$ cat src/design/twi_mc_pkg.sv
`timescale 1ns / 1ps

package twi_mc_pkg;

   // Receive store sizing
   localparam int RX_DEPTH = 16;
   localparam int RX_CNT_W = $clog2(RX_DEPTH + 1);
   localparam int RX_IDX_W = (RX_DEPTH > 1) ? $clog2(RX_DEPTH) : 1;

   // Item kinds carried in tuser
   localparam logic [2:0] MODE_READ  = 3'd0;
   localparam logic [2:0] MODE_WRITE = 3'd1;
   localparam logic [2:0] MODE_TICK  = 3'd2;
   localparam logic [2:0] MODE_LOAD  = 3'd3;
   localparam logic [2:0] MODE_QUERY = 3'd4;

   // Register indexes
   localparam logic [7:0] REG_RATE    = 8'd0;
   localparam logic [7:0] REG_STATUS  = 8'd1;
   localparam logic [7:0] REG_OWN     = 8'd2;
   localparam logic [7:0] REG_DATA    = 8'd3;
   localparam logic [7:0] REG_CONTROL = 8'd4;
   localparam logic [7:0] REG_MASK    = 8'd5;

   // Control register bit positions
   localparam int CTL_TWINT = 7;
   localparam int CTL_TWEA  = 6;
   localparam int CTL_TWSTA = 5;
   localparam int CTL_TWSTO = 4;
   localparam int CTL_TWEN  = 2;
   localparam int CTL_TWIE  = 0;

   // Bus status codes
   localparam logic [7:0] ST_START      = 8'h08;
   localparam logic [7:0] ST_REP_START  = 8'h10;
   localparam logic [7:0] ST_SLA_W_ACK  = 8'h18;
   localparam logic [7:0] ST_DATA_W_ACK = 8'h28;
   localparam logic [7:0] ST_SLA_R_ACK  = 8'h40;
   localparam logic [7:0] ST_SLA_R_NACK = 8'h48;
   localparam logic [7:0] ST_DATA_R_ACK = 8'h50;
   localparam logic [7:0] ST_DATA_R_NAK = 8'h58;
   localparam logic [7:0] ST_IDLE       = 8'hF8;

   localparam logic [7:0]  RESET_DATA     = 8'hFF;
   localparam logic [15:0] PERIOD_BASE    = 16'd16;

   typedef enum logic [1:0] {
      BM_IDLE = 2'd0,
      BM_MTX  = 2'd1,
      BM_MRX  = 2'd2
   } bus_mode_type;

   typedef struct packed {
      logic [2:0]  mode;
      logic [7:0]  target;
      logic [7:0]  write_data;
      logic [15:0] elapsed;
      logic        power_reduced;
      logic        rx_restart;
   } item_type;

   typedef struct packed {
      logic [7:0] reg_value;
      logic       irq_request;
      logic       tx_valid;
      logic [7:0] tx_byte;
      logic       slave_match;
      logic       busy_res;
   } result_type;

   typedef struct packed {
      logic       load;
      logic       restart;
      logic       pop;
      logic [7:0] data;
   } rx_ctrl_type;

   typedef struct packed {
      logic       avail;
      logic [7:0] head;
   } rx_stat_type;

   // New status code in bits 7..3, prescaler bits kept
   function automatic logic [7:0] with_code(input logic [7:0] code, input logic [7:0] status);
      with_code = {code[7:3], 1'b0, status[1:0]};
   endfunction

endpackage

$ cat src/design/twi_mc_rx_store.sv
`timescale 1ns / 1ps

module twi_mc_rx_store (
   input  logic                     clock,
   input  logic                     reset,
   input  twi_mc_pkg::rx_ctrl_type  rx_ctrl,
   output twi_mc_pkg::rx_stat_type  rx_stat
);

   logic [7:0] store_ff [0:twi_mc_pkg::RX_DEPTH-1];
   logic [7:0] head_ff;

   logic [twi_mc_pkg::RX_CNT_W-1:0] count_ff, count_in;
   logic [twi_mc_pkg::RX_CNT_W-1:0] pos_ff, pos_in;
   logic [twi_mc_pkg::RX_CNT_W-1:0] count_base;
   logic                            room;

   // Restart empties the store before the load
   assign count_base = rx_ctrl.restart ? '0 : count_ff;
   assign room = count_base < twi_mc_pkg::RX_CNT_W'(twi_mc_pkg::RX_DEPTH);

   always_comb begin
      count_in = count_ff;
      pos_in   = pos_ff;
      if (rx_ctrl.load) begin
         if (rx_ctrl.restart) begin
            pos_in = '0;
         end
         count_in = room ? count_base + 1'b1 : count_base;
      end else if (rx_ctrl.pop) begin
         pos_in = pos_ff + 1'b1;
      end
   end

   always_ff @(posedge clock) begin
      if (reset) begin
         count_ff <= '0;
         pos_ff   <= '0;
      end else begin
         count_ff <= count_in;
         pos_ff   <= pos_in;
      end
   end

   // Store entries carry no reset; head byte fetched for the next read position,
   // a load into that very slot passes straight through
   always_ff @(posedge clock) begin
      if (rx_ctrl.load && room) begin
         store_ff[count_base[twi_mc_pkg::RX_IDX_W-1:0]] <= rx_ctrl.data;
      end
      if (rx_ctrl.load && room && (count_base == pos_in)) begin
         head_ff <= rx_ctrl.data;
      end else begin
         head_ff <= store_ff[pos_in[twi_mc_pkg::RX_IDX_W-1:0]];
      end
   end

   // Head byte is only used while unread bytes remain
   assign rx_stat.avail = (pos_ff < count_ff) &&
                          (pos_ff < twi_mc_pkg::RX_CNT_W'(twi_mc_pkg::RX_DEPTH));
   assign rx_stat.head  = head_ff;

endmodule

$ cat src/design/twi_mc_engine.sv
`timescale 1ns / 1ps

module twi_mc_engine (
   input  logic                     clock,
   input  logic                     reset,
   input  logic                     fire,
   input  twi_mc_pkg::item_type     item,
   input  twi_mc_pkg::rx_stat_type  rx_stat,
   output twi_mc_pkg::rx_ctrl_type  rx_ctrl,
   output twi_mc_pkg::result_type   result
);

   logic [7:0]  bit_rate_ff, bit_rate_in;
   logic [7:0]  status_ff, status_in;
   logic [7:0]  own_ff, own_in;
   logic [7:0]  data_ff, data_in;
   logic [7:0]  control_ff, control_in;
   logic [7:0]  mask_ff, mask_in;
   logic [15:0] cycles_ff, cycles_in;
   logic        irq_ff, irq_in;
   twi_mc_pkg::bus_mode_type bus_mode_ff, bus_mode_in;

   logic [7:0]  reg_value;
   logic        sent;
   logic        match;
   logic [15:0] reload;
   logic [7:0]  code;

   // Bit period: 16 + 2 * rate * 4^prescaler
   assign reload = twi_mc_pkg::PERIOD_BASE +
                   ({8'h00, bit_rate_ff} << {status_ff[1:0], 1'b1});
   assign code = {status_ff[7:3], 3'b000};

   // Next state
   always_comb begin
      bit_rate_in = bit_rate_ff;
      status_in   = status_ff;
      own_in      = own_ff;
      data_in     = data_ff;
      control_in  = control_ff;
      mask_in     = mask_ff;
      cycles_in   = cycles_ff;
      irq_in      = irq_ff;
      bus_mode_in = bus_mode_ff;
      rx_ctrl     = '0;
      rx_ctrl.data = item.write_data;
      reg_value   = 8'h00;
      sent        = 1'b0;
      match       = 1'b0;
      if (fire) begin
         unique case (item.mode)
            twi_mc_pkg::MODE_READ: begin
               unique case (item.target)
                  twi_mc_pkg::REG_RATE:    reg_value = bit_rate_ff;
                  twi_mc_pkg::REG_STATUS:  reg_value = status_ff;
                  twi_mc_pkg::REG_OWN:     reg_value = own_ff;
                  twi_mc_pkg::REG_DATA:    reg_value = data_ff;
                  twi_mc_pkg::REG_CONTROL: reg_value = {irq_ff, control_ff[6:0]};
                  twi_mc_pkg::REG_MASK:    reg_value = mask_ff;
                  default:                 reg_value = 8'h00;
               endcase
            end
            twi_mc_pkg::MODE_WRITE: begin
               unique case (item.target)
                  twi_mc_pkg::REG_RATE:   bit_rate_in = item.write_data;
                  twi_mc_pkg::REG_STATUS: status_in = {status_ff[7:2], item.write_data[1:0]};
                  twi_mc_pkg::REG_OWN:    own_in = item.write_data;
                  twi_mc_pkg::REG_DATA:   data_in = item.write_data;
                  twi_mc_pkg::REG_CONTROL: begin
                     if (item.write_data[twi_mc_pkg::CTL_TWINT]) begin
                        irq_in = 1'b0;
                        if (item.write_data[twi_mc_pkg::CTL_TWEN]) begin
                           cycles_in = reload;
                        end
                     end
                     control_in = {1'b0, item.write_data[6:0]};
                  end
                  twi_mc_pkg::REG_MASK:   mask_in = item.write_data;
                  default: ;
               endcase
            end
            twi_mc_pkg::MODE_TICK: begin
               if (!item.power_reduced && (cycles_ff != 16'd0)) begin
                  if (item.elapsed >= cycles_ff) begin
                     cycles_in = 16'd0;
                     // One bus step completes
                     priority if (control_ff[twi_mc_pkg::CTL_TWSTA]) begin
                        bus_mode_in = twi_mc_pkg::BM_MTX;
                        status_in = twi_mc_pkg::with_code(
                           (bus_mode_ff == twi_mc_pkg::BM_IDLE) ?
                           twi_mc_pkg::ST_START : twi_mc_pkg::ST_REP_START, status_ff);
                        control_in[twi_mc_pkg::CTL_TWSTA] = 1'b0;
                        irq_in = 1'b1;
                     end else if (control_ff[twi_mc_pkg::CTL_TWSTO]) begin
                        // STOP leaves the interrupt flag alone
                        bus_mode_in = twi_mc_pkg::BM_IDLE;
                        status_in = twi_mc_pkg::with_code(twi_mc_pkg::ST_IDLE, status_ff);
                        control_in[twi_mc_pkg::CTL_TWSTO] = 1'b0;
                     end else begin
                        irq_in = 1'b1;
                        priority if ((bus_mode_ff != twi_mc_pkg::BM_IDLE) &&
                                     ((code == twi_mc_pkg::ST_START) ||
                                      (code == twi_mc_pkg::ST_REP_START))) begin
                           // Address phase, direction from data bit 0
                           if (data_ff[0]) begin
                              bus_mode_in = twi_mc_pkg::BM_MRX;
                              status_in = twi_mc_pkg::with_code(rx_stat.avail ?
                                 twi_mc_pkg::ST_SLA_R_ACK : twi_mc_pkg::ST_SLA_R_NACK,
                                 status_ff);
                           end else begin
                              bus_mode_in = twi_mc_pkg::BM_MTX;
                              status_in = twi_mc_pkg::with_code(twi_mc_pkg::ST_SLA_W_ACK,
                                                               status_ff);
                           end
                        end else if (bus_mode_ff == twi_mc_pkg::BM_MTX) begin
                           status_in = twi_mc_pkg::with_code(twi_mc_pkg::ST_DATA_W_ACK,
                                                            status_ff);
                           sent = 1'b1;
                        end else if (bus_mode_ff == twi_mc_pkg::BM_MRX) begin
                           if (rx_stat.avail) begin
                              data_in = rx_stat.head;
                              rx_ctrl.pop = 1'b1;
                              status_in = twi_mc_pkg::with_code(
                                 control_ff[twi_mc_pkg::CTL_TWEA] ?
                                 twi_mc_pkg::ST_DATA_R_ACK : twi_mc_pkg::ST_DATA_R_NAK,
                                 status_ff);
                           end else begin
                              status_in = twi_mc_pkg::with_code(twi_mc_pkg::ST_DATA_R_NAK,
                                                               status_ff);
                           end
                        end else begin
                           // Idle with nothing to do: flag only
                        end
                     end
                  end else begin
                     cycles_in = cycles_ff - item.elapsed;
                  end
               end
            end
            twi_mc_pkg::MODE_LOAD: begin
               rx_ctrl.load    = 1'b1;
               rx_ctrl.restart = item.rx_restart;
            end
            twi_mc_pkg::MODE_QUERY: begin
               // 7-bit address under mask, or general call
               match = (((item.target[7:1] ^ own_ff[7:1]) & ~mask_ff[7:1]) == 7'd0) ||
                       ((item.target == 8'h00) && own_ff[0]);
            end
            default: ;
         endcase
      end
   end

   // Result fields
   always_comb begin
      result.reg_value   = reg_value;
      result.irq_request = irq_in && control_in[twi_mc_pkg::CTL_TWIE];
      result.tx_valid    = sent;
      result.tx_byte     = sent ? data_ff : 8'h00;
      result.slave_match = match;
      result.busy_res    = cycles_in != 16'd0;
   end

   always_ff @(posedge clock) begin
      if (reset) begin
         bit_rate_ff <= 8'h00;
         status_ff   <= twi_mc_pkg::ST_IDLE;
         own_ff      <= 8'h00;
         data_ff     <= twi_mc_pkg::RESET_DATA;
         control_ff  <= 8'h00;
         mask_ff     <= 8'h00;
         cycles_ff   <= 16'd0;
         irq_ff      <= 1'b0;
         bus_mode_ff <= twi_mc_pkg::BM_IDLE;
      end else begin
         bit_rate_ff <= bit_rate_in;
         status_ff   <= status_in;
         own_ff      <= own_in;
         data_ff     <= data_in;
         control_ff  <= control_in;
         mask_ff     <= mask_in;
         cycles_ff   <= cycles_in;
         irq_ff      <= irq_in;
         bus_mode_ff <= bus_mode_in;
      end
   end

endmodule

$ cat src/design/twi_master_controller_unit.sv
`timescale 1ns / 1ps

// Channel   Direction  Handshake              Payload
// req_      in         req_tvalid/req_tready   tdata: item fields, tuser: item kind
// rsp_      out        rsp_tvalid/rsp_tready   tdata: result fields
//
// One transfer in per cycle unless the result register stalls, one result per item; the path is
// an input register, then the register/bus step logic into the result register.
// The register state is updated in the cycle the item leaves the input register.
// Synchronous reset clears the registers, counters and both valid flags.
// While rsp_tready is low a valid result in the result register holds; the input register still
// takes one more item before req_tready drops.

module twi_master_controller_unit (
   input  logic        clock,
   input  logic        reset,
   input  logic        req_tvalid,
   output logic        req_tready,
   // [7:0] target, [15:8] write_data, [31:16] elapsed, [32] power_reduced,
   // [33] rx_restart, [39:34] zero
   input  logic [39:0] req_tdata,
   // [2:0] mode
   input  logic [2:0]  req_tuser,
   output logic        rsp_tvalid,
   input  logic        rsp_tready,
   // [7:0] register value, [8] irq_request, [9] tx_valid, [17:10] tx_byte,
   // [18] slave_match, [19] busy_res, [23:20] zero
   output logic [23:0] rsp_tdata
);

   logic                    in_valid_ff;
   twi_mc_pkg::item_type    item_ff;
   logic                    rsp_valid_ff;
   twi_mc_pkg::result_type  result_ff;
   twi_mc_pkg::result_type  result;
   twi_mc_pkg::rx_ctrl_type rx_ctrl;
   twi_mc_pkg::rx_stat_type rx_stat;
   logic                    fire;

   // Item moves on when the result register is free or being drained
   assign fire       = in_valid_ff && (!rsp_valid_ff || rsp_tready);
   assign req_tready = !in_valid_ff || fire;

   always_ff @(posedge clock) begin
      if (reset) begin
         in_valid_ff  <= 1'b0;
         rsp_valid_ff <= 1'b0;
      end else begin
         if (req_tready) begin
            in_valid_ff <= req_tvalid;
         end
         if (fire) begin
            rsp_valid_ff <= 1'b1;
         end else if (rsp_tready) begin
            rsp_valid_ff <= 1'b0;
         end
      end
   end

   // Payload registers
   always_ff @(posedge clock) begin
      if (req_tvalid && req_tready) begin
         item_ff.mode          <= req_tuser;
         item_ff.target        <= req_tdata[7:0];
         item_ff.write_data    <= req_tdata[15:8];
         item_ff.elapsed       <= req_tdata[31:16];
         item_ff.power_reduced <= req_tdata[32];
         item_ff.rx_restart    <= req_tdata[33];
      end
      if (fire) begin
         result_ff <= result;
      end
   end

   twi_mc_engine u_engine (
      .clock   (clock),
      .reset   (reset),
      .fire    (fire),
      .item    (item_ff),
      .rx_stat (rx_stat),
      .rx_ctrl (rx_ctrl),
      .result  (result)
   );

   twi_mc_rx_store u_rx_store (
      .clock   (clock),
      .reset   (reset),
      .rx_ctrl (rx_ctrl),
      .rx_stat (rx_stat)
   );

   assign rsp_tvalid = rsp_valid_ff;
   assign rsp_tdata  = {4'h0, result_ff.busy_res, result_ff.slave_match, result_ff.tx_byte,
                        result_ff.tx_valid, result_ff.irq_request, result_ff.reg_value};

endmodule
$ cat config.mk
export PLATFORM = sky130hd
export DESIGN_NAME = twi_master_controller_unit
export DESIGN_NICKNAME = d
export VERILOG_FILES = /design/src/design/twi_mc_pkg.sv /design/src/design/twi_mc_rx_store.sv /design/src/design/twi_mc_engine.sv /design/src/design/twi_master_controller_unit.sv
export SDC_FILE = /design/constraint.sdc
export NUM_CORES = 1
export LEC_CHECK = 0
export ABC_AREA = 1
export ABC_CLOCK_PERIOD_IN_PS = 2800
export BUFFER_PORTS_ARGS = -buffer_cell sky130_fd_sc_hd__buf_2
export CAP_MARGIN = 15
export CORE_AREA = 2 2 166 152
export CTS_CLUSTER_SIZE = 20
export DETAILED_ROUTE_END_ITERATION = 10
export DIE_AREA = 0 0 168 154
export HOLD_SLACK_MARGIN = 0.15
export PLACE_DENSITY = 0.87
export SLEW_MARGIN = 20
export SYNTH_ARGS = -nofsm -noshare
export SYNTH_HDL_FRONTEND = slang
export SYNTH_SLANG_ARGS = --single-unit
export TNS_END_PERCENT = 1
$ cat constraint.sdc
create_clock -name clock -period 2.8 [get_ports clock]
set_input_delay 0 -clock clock [delete_from_list [all_inputs] [get_ports clock]]
set_output_delay 0 -clock clock [all_outputs]
set_load 0.01 [all_outputs]
# [After elaboration in Yosys (flattened, before gate mapping)]
# Memories as Yosys holds them, arrays and structs flattened.
# Index checks and enable logic that the tools add are counted.
[totals] output_inout_bits=26 word_cells=186 inputBits=47 mem_count=1 reg_bits=143 mem_bits_rw=128
[memory_table] memory="u_rx_store.store_ff" depth=16 word_bits=8 read_ports=1 rd_clocked_by_memory_dff=0 write_ports=1 line="twi_mc_rx_store.sv:10" source="logic [7:0] store_ff [0:twi_mc_pkg::RX_DEPTH-1];"
[classes] muxes=80 add_sub_neg=4 n_bitwise=5 n_reduce_logical=37 shift=1 eq_ne=24 n_lt_le_gt_ge=4
[ops] operator="$mux 8" n=19
[ops] operator="$mux 16" n=6
[ops] operator="$pmux 8 s6" n=1
[ops] operator="$pmux 16 s2" n=1
[ops] operator="$pmux 8 s2" n=2
[ops] operator="$reduce_bool 16->1" n=2
[ops] operator="$mux 1" n=31
[ops] operator="$mux 5" n=6
[ops] operator="$add 5x16->16 const A" n=1
[ops] operator="$eq 8x2->1 const B" n=2
[ops] operator="$eq 8x3->1 const B" n=2
[ops] operator="$ge 16x16->1" n=1
[ops] operator="$mux 2" n=8
[ops] operator="$shl 8x3->16" n=1
[ops] operator="$sub 16x16->16" n=1
[ops] operator="$ne 2x2->1 const B" n=6
[ops] operator="$reduce_and 3->1" n=4
[ops] operator="$reduce_and 6->1" n=2
[ops] operator="$reduce_and 11->1" n=1
[ops] operator="$add 5x1->5 const B" n=2
[ops] operator="$lt 5x5->1 const B" n=2
[ops] operator="$reduce_and 5->1" n=2
[ops] operator="$logic_and 1x1->1" n=9
[ops] operator="$eq 8x1->1 const B" n=1
[ops] operator="29 further kinds" n=42

# [Depth between registers and ports, before layout]
# Gate-level depths: netlist of run 1.
[depth] word_depth=17 mapped_depth=23 depth_no_buf=23

# [Cells and area by module]
# Synthesis of run 1 repeated with hierarchy kept, for this count alone.
[hier_totals] cells_unflattened=1658 area_unflattened_um2=13963.4
[modules_own_cells] module="twi_mc_rx_store" seq_area_each_um2=4204.0 cells_each=675 area_each_um2=6715.2 instances=1
[modules_own_cells] module="twi_mc_engine" seq_area_each_um2=1301.2 cells_each=909 area_each_um2=5411.4 instances=1
[modules_own_cells] module="twi_master_controller_unit" seq_area_each_um2=1751.7 cells_each=74 area_each_um2=1836.8 instances=1

# [Least setup slack after synthesis of run 1]
# Ideal clock, no wire load.
[synth_path] kind="reg-to-reg" startpoint="register u_engine.cycles_ff[0]" endpoint="register u_rx_store.head_ff[2]" t_required_ns=2.686 path_buffers=1 period_less_slack_ns=2.613 setup_ns=0.114 path_slack_ns=0.187 arrival_ns=2.499 stages_incl_launch_ff=22 path_cell_list="dfxtp_1 inv_1 ha_1 inv_1 fa_1 nand2_1 nand2_1 nand3_1 nand2_2 nand2_1 nand2_2 nand2_4 nand3_2 nand2_4 nand2_2 buf_6 nand2_1 nand3_2 a21oi_4 nand2_4 nand2_1 nand2_1"
[synth_between] elab_chain_len=10 word_cells_on_any_way=13 cone_classes="order compare: 1; eq/ne: 1; mux: 7; reduce/logical: 3; memory: 1"
[synth_lines] element="from (decl)" line="twi_mc_engine.sv:19" source="logic [15:0] cycles_ff, cycles_in;"
[synth_lines] element="from (signal assigned)" line="twi_mc_engine.sv:182" source="cycles_ff <= cycles_in;"
[synth_lines] element="$ge 16x16->1 or $reduce_bool 16->1 (tied branches)" line="twi_mc_engine.sv:84, twi_mc_engine.sv:83"
[synth_lines] element="$mux 1 or $logic_and 1x1->1 (tied branches)" line="twi_mc_engine.sv:84, twi_mc_engine.sv:83"
[synth_lines] element="$mux 1 (*)" line="twi_mc_engine.sv:83" source="if (!item.power_reduced && (cycles_ff != 16'd0)) begin"
[synth_lines] element="$mux 1 (*)" line="twi_mc_engine.sv:51" source="unique case (item.mode)"
[synth_lines] element="$mux 3 (*)" line="twi_mc_engine.sv:50" source="if (fire) begin"
[synth_lines] element="$mux 5 (*)" line="twi_mc_rx_store.sv:30" source="end else if (rx_ctrl.pop) begin"
[synth_lines] element="$mux 5 (*)" line="twi_mc_rx_store.sv:25" source="if (rx_ctrl.load) begin"
[synth_lines] element="branches (longest 2 deep; another with $mem_v2 16x8)"
[synth_lines] element="$mux 8 (*)" line="twi_mc_rx_store.sv:51" source="if (rx_ctrl.load && room && (count_base == pos_in)) begin"
[synth_lines] element="to (signal assigned)" line="twi_mc_rx_store.sv:52" source="head_ff <= rx_ctrl.data;"
[synth_lines] element="to (signal assigned)" line="twi_mc_rx_store.sv:54" source="head_ff <= store_ff[pos_in[twi_mc_pkg::RX_IDX_W-1:0]];"
[synth_lines] element="to (decl)" line="twi_mc_rx_store.sv:11" source="logic [7:0] head_ff;"
# Every way passes the cells marked *.
# A chain may end at the register's enable or synchronous reset.

# [Worst setup path after layout of run 1]
[layout_path] startpoint="register u_rx_store.count_ff[2] (netlist bit)" endpoint="register u_rx_store.head_ff[2]"
[layout_between] elab_chain_len=17 word_cells_on_any_way=21 cone_classes="order compare: 2; eq/ne: 1; mux: 14; reduce/logical: 3; memory: 1"
[layout_lines] element="from (decl)" line="twi_mc_rx_store.sv:13" source="logic [twi_mc_pkg::RX_CNT_W-1:0] count_ff, count_in;"
[layout_lines] element="from (signal assigned)" line="twi_mc_rx_store.sv:40" source="count_ff <= count_in;"
[layout_lines] element="branches (longest 16 deep; another with $lt 5x5->1)"
[layout_lines] element="$mux 8 (*)" line="twi_mc_rx_store.sv:51"
# Marks and branches as above.

==> key figures, run 1 <==
Run status
  • Status: finished with violations
  • Violated checks: negative setup slack

Power and ir drop
  • Areal power density over the cells: 529.1 mW/mm²
  • Worst VDD drop: 578.4 µV
  • Post-layout power: 0.008785 W
  • Static leakage: 7.170 nW

Timing
  • Achievable frequency: 322.0 MHz
  • Count of final hold-check violations: 0
  • Skew final: 13.36 ps
  • Slew at the pin closest to its max-slew limit: 789.3 ps
  • Ratio of final minimum period to clock period: 110.9%
  • Worst setup margin: -305.4 ps
  • Endpoints failing setup: 9
  • Max-slew violation total from the final report: 0
  • Final hold slack: 156.7 ps
  • Tmin final: 3105 ps
  • Unrepaired setup endpoints after global routing: true
  • Worst slew margin: 47.15%
  • Total negative slack for setup checks: -2037 ps

Setup path
  • Category of the most critical setup path: reg -> reg
  • Critical Path RT: 3240 ps
  • Crit start category: flop
  • Highest net fanout along the worst path: 9
  • Data arrival, critical path: 3550 ps
  • Crit path capture type: flop

Route
  • Via-per-instance ratio: 5.888
  • Residual DRC: 0
  • Antenna Violating Nets Remaining: 0
  • Vias: 12180
  • 1st-iter DRT viols: 2067
  • Drt total wl: 39190 µm
  • First-pass iteration count of the detailed router: 8
  • DR WL/cell: 18.94 µm

Cells and area
  • Number of nets in the final layout: 1816
  • Synth-to-layout area growth: 24.44%
  • Count of inserted antenna diode cells: 0
  • Ratio of cells with drive above 1 in the final layout: 17.83%
  • Most common library cell in the layout ignoring fill and taps: nand2_1
  • Final standard cell area without fillers: 0.01660 mm²
  • Leading cell types in the layout, fill and taps excluded: 311 x nand2_1, 257 x inv_1, 185 x edfxtp_1

Clocking
  • Root buffer cell: clkbuf_16
  • Clock tree from TritonCTS: done
  • Clk_lat worst skew: 550 ps
  • CTS H-tree depth: 1
  • Maximum number of buffers from clock root to sink: 3
  • Post-CTS clock slew at the launch and capture registers of the worst setup and hold paths: 70 ps
  • Number of buffers created by CTS: 28
  • Clock tree sinks: 270

Floorplan
  • Width of the chip: 168 µm
  • Placement row count: 54
  • Die Footprint: 0.02587 mm²
  • Chip height: 154 µm
  • Core region area: 0.02399 mm²
  • Number of top-level design ports: 73
  • Initial cell density of the core: 55.63%

Worst hold path
  • Hold Crit Class: in -> reg

Synth
  • YS warnings: 0
  • Fraction of registers with async set or reset after synthesis: 0%
  • Average footprint of a synthesized cell: 8.688 µm²
  • Mapped Cells: 1536
  • Number of flops mapped to enable cells by yosys: 185
  • Number of flip-flops and latches in the synthesized netlist: 270
  • Mapped Area: 0.01334 mm²
  • Proportion of synthesized chip area in sequential cells: 54.38%
  • Distinct cells, synth: 47
  • Top_reg_cell synth: edfxtp_1

Global route
  • Antenna violations before repair: 0
  • Global-route wire length before repair: 56820 µm
  • Largest net degree at the start of global routing: 35
  • Global-route usage over all layers: 27.67%
  • Aggregate global routing overflow: 0
  • Via count of the first global-routing pass: 11160

Place
  • Instance area after placement: 0.01450 mm²
  • Placer congestion estimate: 0.9617
  • Final HPWL from detailed placement: 23400 µm
  • Number of buffers added on ports: 62

Job
  • Number of maximum-capacitance violations: 0
## repair_timing
action / in CTS / in global routing
hold endpoints to repair: 98 / 0
setup buffers: 10 / 8
pin swaps: 6 / 21
gates cloned: 1 / 4
hold buffers: 51 / 0
gates resized for setup: 20 / 61
endpoints found under the setup margin: 9 / 16
## registers in the layout, summed over array words and instances (netlist names)
| register | count |
|---|---|
| u_engine.bit_rate_ff | 8 |
| u_engine.cycles_ff | 16 |
| rsp_tdata | 20 |
| item_ff | 37 |
| u_rx_store.count_ff | 5 |
| u_engine.status_ff | 7 |
| u_rx_store.store_ff | 128 |
| rsp_tvalid | 1 |
| u_rx_store.head_ff | 8 |
| u_rx_store.pos_ff | 5 |
| in_valid_ff | 1 |
| u_engine.own_ff | 8 |
| u_engine.bus_mode_ff | 2 |
| u_engine.control_ff | 7 |
| u_engine.mask_ff | 8 |
| u_engine.irq_ff | 1 |
| u_engine.data_ff | 8 |
## per-layer routing
| layer | routed length (µm) | up-vias | global-route usage, % |
|---|---|---|---|
| met3 | 4958 | 207 | 4.710 |
| met4 | 1881 | 0 | 9.400 |
| met1 | 14870 | 5558 | 37.99 |
| li1 | - | 5467 | - |
| met2 | 17480 | 950 | 44.82 |
| met5 | 0 | - | 0 |
## power by group
group          internal [W]  switching (W)
Clock               0.00246        0.00157
Combinational      0.000158       0.000243
Sequential          0.00432      0.0000464
Total               0.00693        0.00186
## critical path, stage by stage (launching register included)
cell and delay (ps):
dfxtp_1 310, inv_1 170, ha_1 290, inv_1 90
nor2_1 60, nand2_1 90, nand3_1 120, nor2_2 170
nand2_2 110, nor2_4 230, nand3_2 150, nand2_2 130
buf_4 120, nand3_4 100, clkbuf_16 210, nand3_1 150
nand3_1 120, nand3_1 150, nand2_1 90, nand2_2 60
nand2_1 40
## cell type report
type	instances	area, µm²
flip-flops and latches	270	7258
repair buffers	213	1804
multi-input cells	959	5141
well taps	308	385.4
fillers	1590	7381
inverters	267	1007
clock buffers	38	835.8
clock inverters	14	172.7
## Yosys cell counts, drive strengths merged (2+ instances only)
cell    instances  area share (%)
nand2         344              10
inv           267             7.5
edfxtp        185              42
nand3         174             6.8
nor2          134             4.0
dfxtp          85              13
a21oi          84             3.3
o21ai          78             2.9
ha             29             2.7
buf            25             1.2
clkbuf         18            0.51
o211ai         17            0.96
o22ai          13            0.61
nand4          11            0.66
nor3           11            0.45
nand3b         10            0.56
or2             9            0.42
xnor2           9            0.59
a31oi           4            0.19
nor4            4            0.35
o221ai          4            0.26
a211oi          3            0.17
a41oi           3            0.20
xor2            3            0.20
a21o            2            0.11
mux2i           2            0.15
o21bai          2            0.11
## worst paths after layout
path                                from                endpoint  slack, ps  depth (start not counted)
setup / recovery  u_rx_store.count_ff[2]   u_rx_store.head_ff[2]       -310                         20
hold / removal             req_tdata[26]             item_ff[12]        160                          2
setup reg to reg  u_rx_store.count_ff[2]   u_rx_store.head_ff[2]       -310                         20
hold reg to reg   u_engine.control_ff[3]  u_engine.control_ff[3]        450                          2
## per-stage QoR
stage               utilization, %  cells  setup WS (ps)
floorplan                        -   1539          187.1
global placement             60.46   1945          8.242
detailed placement           60.46   1945         -71.39
CTS                          67.60   2059          4.639
global route                 69.23   2069         -296.5
finish                       69.23   2069         -305.4
## kinds of logic (layout without fill, tap and decap cells)
| kind of cell | count (synthesis) | in the layout | share of synthesized area [%] |
|---|---|---|---|
| AO/OA/AOI/OAI | 213 | 213 | 9.048 |
| XOR/XNOR | 12 | 12 | 0.7877 |
| adder cells (fa/ha/maj) | 30 | 30 | 2.869 |
| buffers and inverters | 310 | 532 | 9.226 |
| flip-flops | 270 | 270 | 54.38 |
| multiplexers | 2 | 2 | 0.1500 |
| other | 1 | 4 | 0.02810 |
| AND/OR/NAND/NOR | 698 | 698 | 23.51 |
(Power assumes the default switching activity.)
==> inputs of run 2 (changes only) <==
--- a/config.mk
+++ b/config.mk
@@ -9,12 +9,13 @@
 export ABC_CLOCK_PERIOD_IN_PS = 2800
 export BUFFER_PORTS_ARGS = -buffer_cell sky130_fd_sc_hd__buf_2
 export CAP_MARGIN = 15
-export CORE_AREA = 2 2 166 152
+export CORE_AREA = 2 2 165 151
+export CTS_BUF_LIST = sky130_fd_sc_hd__clkbuf_8
 export CTS_CLUSTER_SIZE = 20
 export DETAILED_ROUTE_END_ITERATION = 10
-export DIE_AREA = 0 0 168 154
+export DIE_AREA = 0 0 167 153
 export HOLD_SLACK_MARGIN = 0.15
-export PLACE_DENSITY = 0.87
+export PLACE_DENSITY = 0.88
 export SLEW_MARGIN = 20
 export SYNTH_ARGS = -nofsm -noshare
 export SYNTH_HDL_FRONTEND = slang
==> run 2 against run 1 <==
- the flow still finishes with violations (negative setup slack)
- clock power decreased by 16%
- via count decreased by 0.25%
- hold slack improved by 7.3 ps
- sequential share of layout area decreased by 0.40 points
- flip-flop and latch count unchanged
- design area increased by 0.94%
- clock-buffer cell count increased by 12
- combinational power about the same
- cell count increased by 2.4%
- sequential power about the same
==> key figures, run 2 (synthesis gave the netlist of run 1 again) <==
Run status
  • Status: finished with violations
  • Violated checks: negative setup slack

Route
  • Via-per-instance ratio: 5.737
  • DR WL/cell: 18.34 µm
  • 1st-iter DRT viols: 1559
  • First-pass iteration count of the detailed router: 6
  • Vias: 12150
  • Antenna Violating Nets Remaining: 0
  • Residual DRC: 0
  • Drt total wl: 38850 µm

Timing
  • Ratio of final minimum period to clock period: 102.2%
  • Achievable frequency: 349.6 MHz
  • Worst slew margin: 37.33%
  • Tmin final: 2860 ps
  • Skew final: 21.48 ps
  • Unrepaired setup endpoints after global routing: true
  • Total negative slack for setup checks: -207.4 ps
  • Max-slew violation total from the final report: 0
  • Worst setup margin: -60.28 ps
  • Count of final hold-check violations: 0
  • Endpoints failing setup: 7
  • Slew at the pin closest to its max-slew limit: 940.0 ps

Setup path
  • Critical Path, Cell by Cell: ha_4 -> inv_4 -> fa_2 -> nand2_2 -> nand2_2 -> nand3_2 -> nand2_2 -> nand2_2 -> nand2_2 -> nand2_4 -> buf_6 -> nand4_1 -> nand3_2 -> buf_6 -> buf_12 -> clkbuf_16 -> nand3_2 -> nand3_2 -> nand3_1 -> nand2_1 -> nand2_2 -> nand2_1
  • Critical Path RT: 3290 ps
  • Category of the most critical setup path: reg -> reg
  • Crit path capture type: flop
  • Longest individual stage delay on the worst path: 390 ps
  • Worst path slowest cell: fa_2
  • Crit start category: flop
  • Highest net fanout along the worst path: 6
  • Data arrival, critical path: 3350 ps
  • Cell mode on critical path: nand2_2

Floorplan
  • Number of top-level design ports: 73
  • Width of the chip: 167 µm
  • Core region area: 0.02385 mm²
  • Chip height: 153 µm
  • Initial cell density of the core: 55.95%
  • Placement row count: 54
  • Die Footprint: 0.02555 mm²

Place
  • Final HPWL from detailed placement: 24230 µm
  • Count of placed standard cells including taps: 1958
  • Pre-CTS worst setup slack: -112.0 ps
  • Placer congestion estimate: 0.9421
  • Instance area after placement: 0.01461 mm²
  • Number of buffers added on ports: 62

Global route
  • Global-route wire length before repair: 58750 µm
  • Met1 global-route usage: 38.74%
  • Largest net degree at the start of global routing: 48
  • Aggregate global routing overflow: 0
  • Global route hottest layer: met2
  • Global-route usage over all layers: 28.76%
  • Via count of the first global-routing pass: 11380
  • GR Layer Usage met3: 5.179%
  • Antenna violations before repair: 0
  • Routing usage on met2: 46.99%

Cells and area
  • Number of nets in the final layout: 1854
  • Most common library cell in the layout ignoring fill and taps: nand2_1
  • Non-filler cells, final: 2118
  • Ratio of cells with drive above 1 in the final layout: 19.83%
  • Synth-to-layout area growth: 25.61%
  • Leading cell types in the layout, fill and taps excluded: 304 x nand2_1, 270 x inv_1, 185 x edfxtp_1
  • Number of flip-flops under the largest register name: 128
  • Final standard cell area without fillers: 0.01676 mm²
  • Count of inserted antenna diode cells: 0
  • Post-route core utilization: 70.28%

Clocking
  • Clock tree from TritonCTS: done
  • CTS H-tree depth: 2
  • Clk_lat worst skew: 560 ps
  • Maximum number of buffers from clock root to sink: 3
  • Clock tree sinks: 270
  • Post-CTS clock slew at the launch and capture registers of the worst setup and hold paths: 70 ps
  • Number of buffers created by CTS: 42
  • Root buffer cell: clkbuf_8

Power and ir drop
  • Areal power density over the cells: 485.8 mW/mm²
  • Static leakage: 7.312 nW
  • Worst VDD drop: 414.4 µV

Job
  • Number of maximum-capacitance violations: 0

Worst hold path
  • Hold Crit Class: in -> reg
run 2: cell types whose count changed in the layout (fill, tap and decap cells not counted), sizes merged:
cell	delta
clkbuf	+10
inv	+11
buf	+14
dlygate4sd3	+12
clkinv	+4
bufinv	-2
run 2: final timing paths:
path | end | from | slack [ps] | cells after the start
max | u_rx_store.head_ff[1] | item_ff[2] | -60 | 22
min | item_ff[35] | req_tuser[1] | 160 | 2
max reg2reg | u_rx_store.head_ff[1] | item_ff[2] | -60 | 22
min reg2reg | u_engine.control_ff[3] | u_engine.control_ff[3] | 460 | 2
run 2: repair_timing:
action                     in CTS  in global routing
hold buffers                   63                  0
gates resized for setup        20                 90
pin swaps                       8                 44
hold endpoints to repair       67                  0
buffers inserted               12                  5
setup endpoints to repair       9                 15
gates cloned                    2                  2
run 2: cell type report:
cell class / count / area, µm²
Multi-Input combinational cell: 959 / 5243
Clock buffer: 50 / 688.2
Tap cell: 308 / 385.4
Clock inverter: 27 / 163.9
Inverter: 267 / 1010
Sequential cell: 270 / 7259
Fill cell: 1643 / 7089
Timing Repair Buffer: 237 / 2012
run 2: critical path: cells and delay by family, from the launching register on:
family	cells	cell delay, ps
simple gates	15	1280
buf+inv	5	580
fa+ha+maj	2	540
flops	1	380
run 2: report_power, final:
| part | switching [W] | internal [W] |
|---|---|---|
| Combinational | 0.000235 | 0.000168 |
| Clock | 0.00156 | 0.00181 |
| Sequential | 0.0000539 | 0.00432 |
| Total | 0.00185 | 0.00629 |
run 2: metrics by stage:
| step | hold slack, ps | total power [W] |
|---|---|---|
| after floorplan | 98.87 | 0.004605 |
| after global placement | 176.0 | 0.004742 |
| after detailed placement | 178.1 | 0.004755 |
| after CTS | 150.7 | 0.008121 |
| after global routing | 157.3 | 0.008354 |
| final | 164.0 | 0.008142 |
run 2: layer usage:
metal / wire length [µm] / share of wire, % / vias to the layer above
met4: 1472 / 3.8 / 0
met5: 0 / 0 / -
li1: - / - / 5546
met3: 4253 / 11 / 159
met2: 18010 / 46 / 814
met1: 15110 / 39 / 5632
==> inputs of run 3 (changes only) <==
--- a/config.mk
+++ b/config.mk
@@ -6,16 +6,16 @@
 export NUM_CORES = 1
 export LEC_CHECK = 0
 export ABC_AREA = 1
-export ABC_CLOCK_PERIOD_IN_PS = 2800
+export ABC_CLOCK_PERIOD_IN_PS = 2700
 export BUFFER_PORTS_ARGS = -buffer_cell sky130_fd_sc_hd__buf_2
 export CAP_MARGIN = 15
-export CORE_AREA = 2 2 165 151
+export CORE_AREA = 2 2 171 156
 export CTS_BUF_LIST = sky130_fd_sc_hd__clkbuf_8
 export CTS_CLUSTER_SIZE = 20
 export DETAILED_ROUTE_END_ITERATION = 10
-export DIE_AREA = 0 0 167 153
+export DIE_AREA = 0 0 173 158
 export HOLD_SLACK_MARGIN = 0.15
-export PLACE_DENSITY = 0.88
+export PLACE_DENSITY = 0.81
 export SLEW_MARGIN = 20
 export SYNTH_ARGS = -nofsm -noshare
 export SYNTH_HDL_FRONTEND = slang
==> constraint.sdc (replaced) <==
create_clock -name clock -period 2.7 [get_ports clock]
set_input_delay 0 -clock clock [delete_from_list [all_inputs] [get_ports clock]]
set_output_delay 0 -clock clock [all_outputs]
set_load 0.01 [all_outputs]
==> run 3 against run 2 <==
- critical path depth unchanged
- flip-flop and latch count did not move
- clock power is 2% higher
- the flow still finishes with violations (negative setup slack)
- global-route usage down 0.61 points
==> key figures, run 3 (synthesis gave the netlist of run 1 again) <==
Global route
  • Global-route wire length before repair: 60540 µm
  • Global-route usage over all layers: 28.15%
  • Largest net degree at the start of global routing: 44
  • Aggregate global routing overflow: 0
  • Antenna violations before repair: 0
  • Via count of the first global-routing pass: 11670

Floorplan
  • Die Footprint: 0.02733 mm²
  • Core region area: 0.02564 mm²
  • Initial cell density of the core: 52.03%
  • Number of top-level design ports: 73
  • Chip height: 158 µm
  • Width of the chip: 173 µm
  • Placement row count: 56

Setup path
  • Critical Path RT: 3210 ps
  • FF-to-FF End: u_rx_store.head_ff[3]
  • R2r worst-path depth: 22
  • Worst r2r src: item_ff[2]
  • Flop2flop setup slack: -210 ps
  • Highest net fanout along the worst path: 8
  • Crit path capture type: flop
  • Critical Path, Cell by Cell: ha_4 -> inv_4 -> fa_2 -> nand2_2 -> nand2_2 -> nand3_2 -> nand2_2 -> nand2_2 -> nand2_2 -> nand2_4 -> buf_6 -> nand4_1 -> buf_4 -> nand3_4 -> buf_12 -> buf_6 -> nand3_1 -> nand3_1 -> nand3_1 -> nand2_1 -> nand2_1 -> nand2_1
  • Cell mode on critical path: nand2_2
  • Worst path slowest cell: edfxtp_1
  • Longest individual stage delay on the worst path: 390 ps
  • Data arrival, critical path: 3420 ps
  • Crit start category: flop
  • Category of the most critical setup path: reg -> reg

Route
  • Vias: 12400
  • First-pass iteration count of the detailed router: 6
  • Antenna Violating Nets Remaining: 0
  • DR WL/cell: 18.52 µm
  • Top routing layer in use: met4
  • Met1 routed wirelength after detailed routing: 15900 µm
  • Drt total wl: 41040 µm
  • Via-per-instance ratio: 5.594
  • 1st-iter DRT viols: 1455
  • Routed wl met3: 4706 µm
  • Residual DRC: 0
  • Met2 layer wire length in the routed design: 19050 µm

Cells and area
  • Ratio of cells with drive above 1 in the final layout: 23.02%
  • Final standard cell area without fillers: 0.01758 mm²
  • Number of nets in the final layout: 1909
  • Post-route core utilization: 68.55%
  • Count of inserted antenna diode cells: 0
  • Most common library cell in the layout ignoring fill and taps: nand2_1
  • Non-filler cells, final: 2216
  • Synth-to-layout area growth: 31.73%
  • Number of inserted filler cells in the final layout: 1852
  • Leading cell types in the layout, fill and taps excluded: 305 x nand2_1, 276 x inv_1, 185 x edfxtp_1
  • Number of flip-flops under the largest register name: 128

Power and ir drop
  • Post-layout power: 0.008434 W
  • Worst VDD drop: 464.2 µV
  • Areal power density over the cells: 479.8 mW/mm²
  • Static leakage: 7.702 nW

Timing
  • Achievable frequency: 343.9 MHz
  • Ratio of final minimum period to clock period: 107.7%
  • Tmin final: 2908 ps
  • Total negative slack for setup checks: -1429 ps
  • Worst slew margin: 50.26%
  • Slew at the pin closest to its max-slew limit: 742.9 ps
  • Worst setup margin: -207.8 ps
  • Count of final hold-check violations: 0
  • Skew final: 21.81 ps
  • Max-slew violation total from the final report: 0
  • Endpoints failing setup: 9
  • Unrepaired setup endpoints after global routing: true

Worst hold path
  • Launch point of the worst hold path: req_tdata[27]
  • Hold Path End: item_ff[13]
  • Hold Crit Class: in -> reg
  • Hold Path Depth: 2

Clocking
  • Number of buffers created by CTS: 44
  • Clk_lat worst skew: 570 ps
  • CTS H-tree depth: 2
  • Root buffer cell: clkbuf_8
  • Clock tree from TritonCTS: done
  • Post-CTS clock slew at the launch and capture registers of the worst setup and hold paths: 70 ps
  • Clock tree sinks: 270
  • Maximum number of buffers from clock root to sink: 3

Place
  • Number of buffers added on ports: 62
  • Instance area after placement: 0.01486 mm²
  • Placer congestion estimate: 0.9199
  • Final HPWL from detailed placement: 24980 µm
  • Count of placed standard cells including taps: 2026

Job
  • Number of maximum-capacitance violations: 0

Run status
  • Violated checks: negative setup slack
  • Status: finished with violations
run 3: repair_timing:
| action | CTS | global route |
|---|---|---|
| hold endpoints to repair | 132 | 0 |
| resized for setup | 55 | 95 |
| cloned | 7 | 3 |
| hold buffers | 78 | 0 |
| endpoints found under the setup margin | 9 | 50 |
| pin swaps | 24 | 45 |
| buffers inserted | 17 | 5 |
run 3: per-layer routing:
layer / up-vias / track usage (%)
met5: - / 0
met4: 0 / 10.82
met3: 128 / 6.364
met2: 847 / 46.25
met1: 5757 / 36.63
li1: 5664 / -
run 3: worst max-delay path by stage:
stage	from	end	slack (ps)	cells after the start
after floorplan	u_engine.cycles_ff[0]	u_rx_store.head_ff[2]	90	21
after global placement	u_engine.cycles_ff[0]	u_rx_store.head_ff[7]	-160	21
after detailed placement	u_engine.cycles_ff[0]	u_rx_store.head_ff[1]	-230	21
after CTS	u_engine.cycles_ff[0]	u_rx_store.head_ff[2]	-0.4	24
after global routing	u_rx_store.count_ff[4]	u_rx_store.head_ff[4]	-310	20
final	item_ff[2]	u_rx_store.head_ff[3]	-210	22
run 3: cell type report:
class / instances / area (µm²) / area share, %
flip-flops and latches: 270 / 7261 / 41.31
multi-input cells: 959 / 5459 / 31.06
repair buffers: 290 / 2565 / 14.59
inverters: 267 / 1005 / 5.716
clock buffers: 49 / 674.4 / 3.837
well taps: 348 / 435.4 / 2.477
clock inverters: 33 / 178.9 / 1.018
run 3: critical path, delay by kind of cell, from the launching register on:
kind	cells	cell delay, ps
flops	1	390
simple gates	15	1290
buf+inv	5	640
fa+ha+maj	2	530
run 3: metrics by stage:
stage | hold WS (ps) | setup slack [ps]
after floorplan | 98.87 | 87.13
after global placement | 176.1 | -158.5
after detailed placement | 178.1 | -226.1
after CTS | 150.6 | -0.3979
after global routing | 181.3 | -306.6
final | 176.4 | -207.8
run 3: power by group:
group	total (W)	switching, W	leakage, nW	internal, W
registers	0.00453	0.0000500	2.39	0.00448
logic	0.000460	0.000261	4.80	0.000199
clock network	0.00345	0.00167	0.507	0.00178
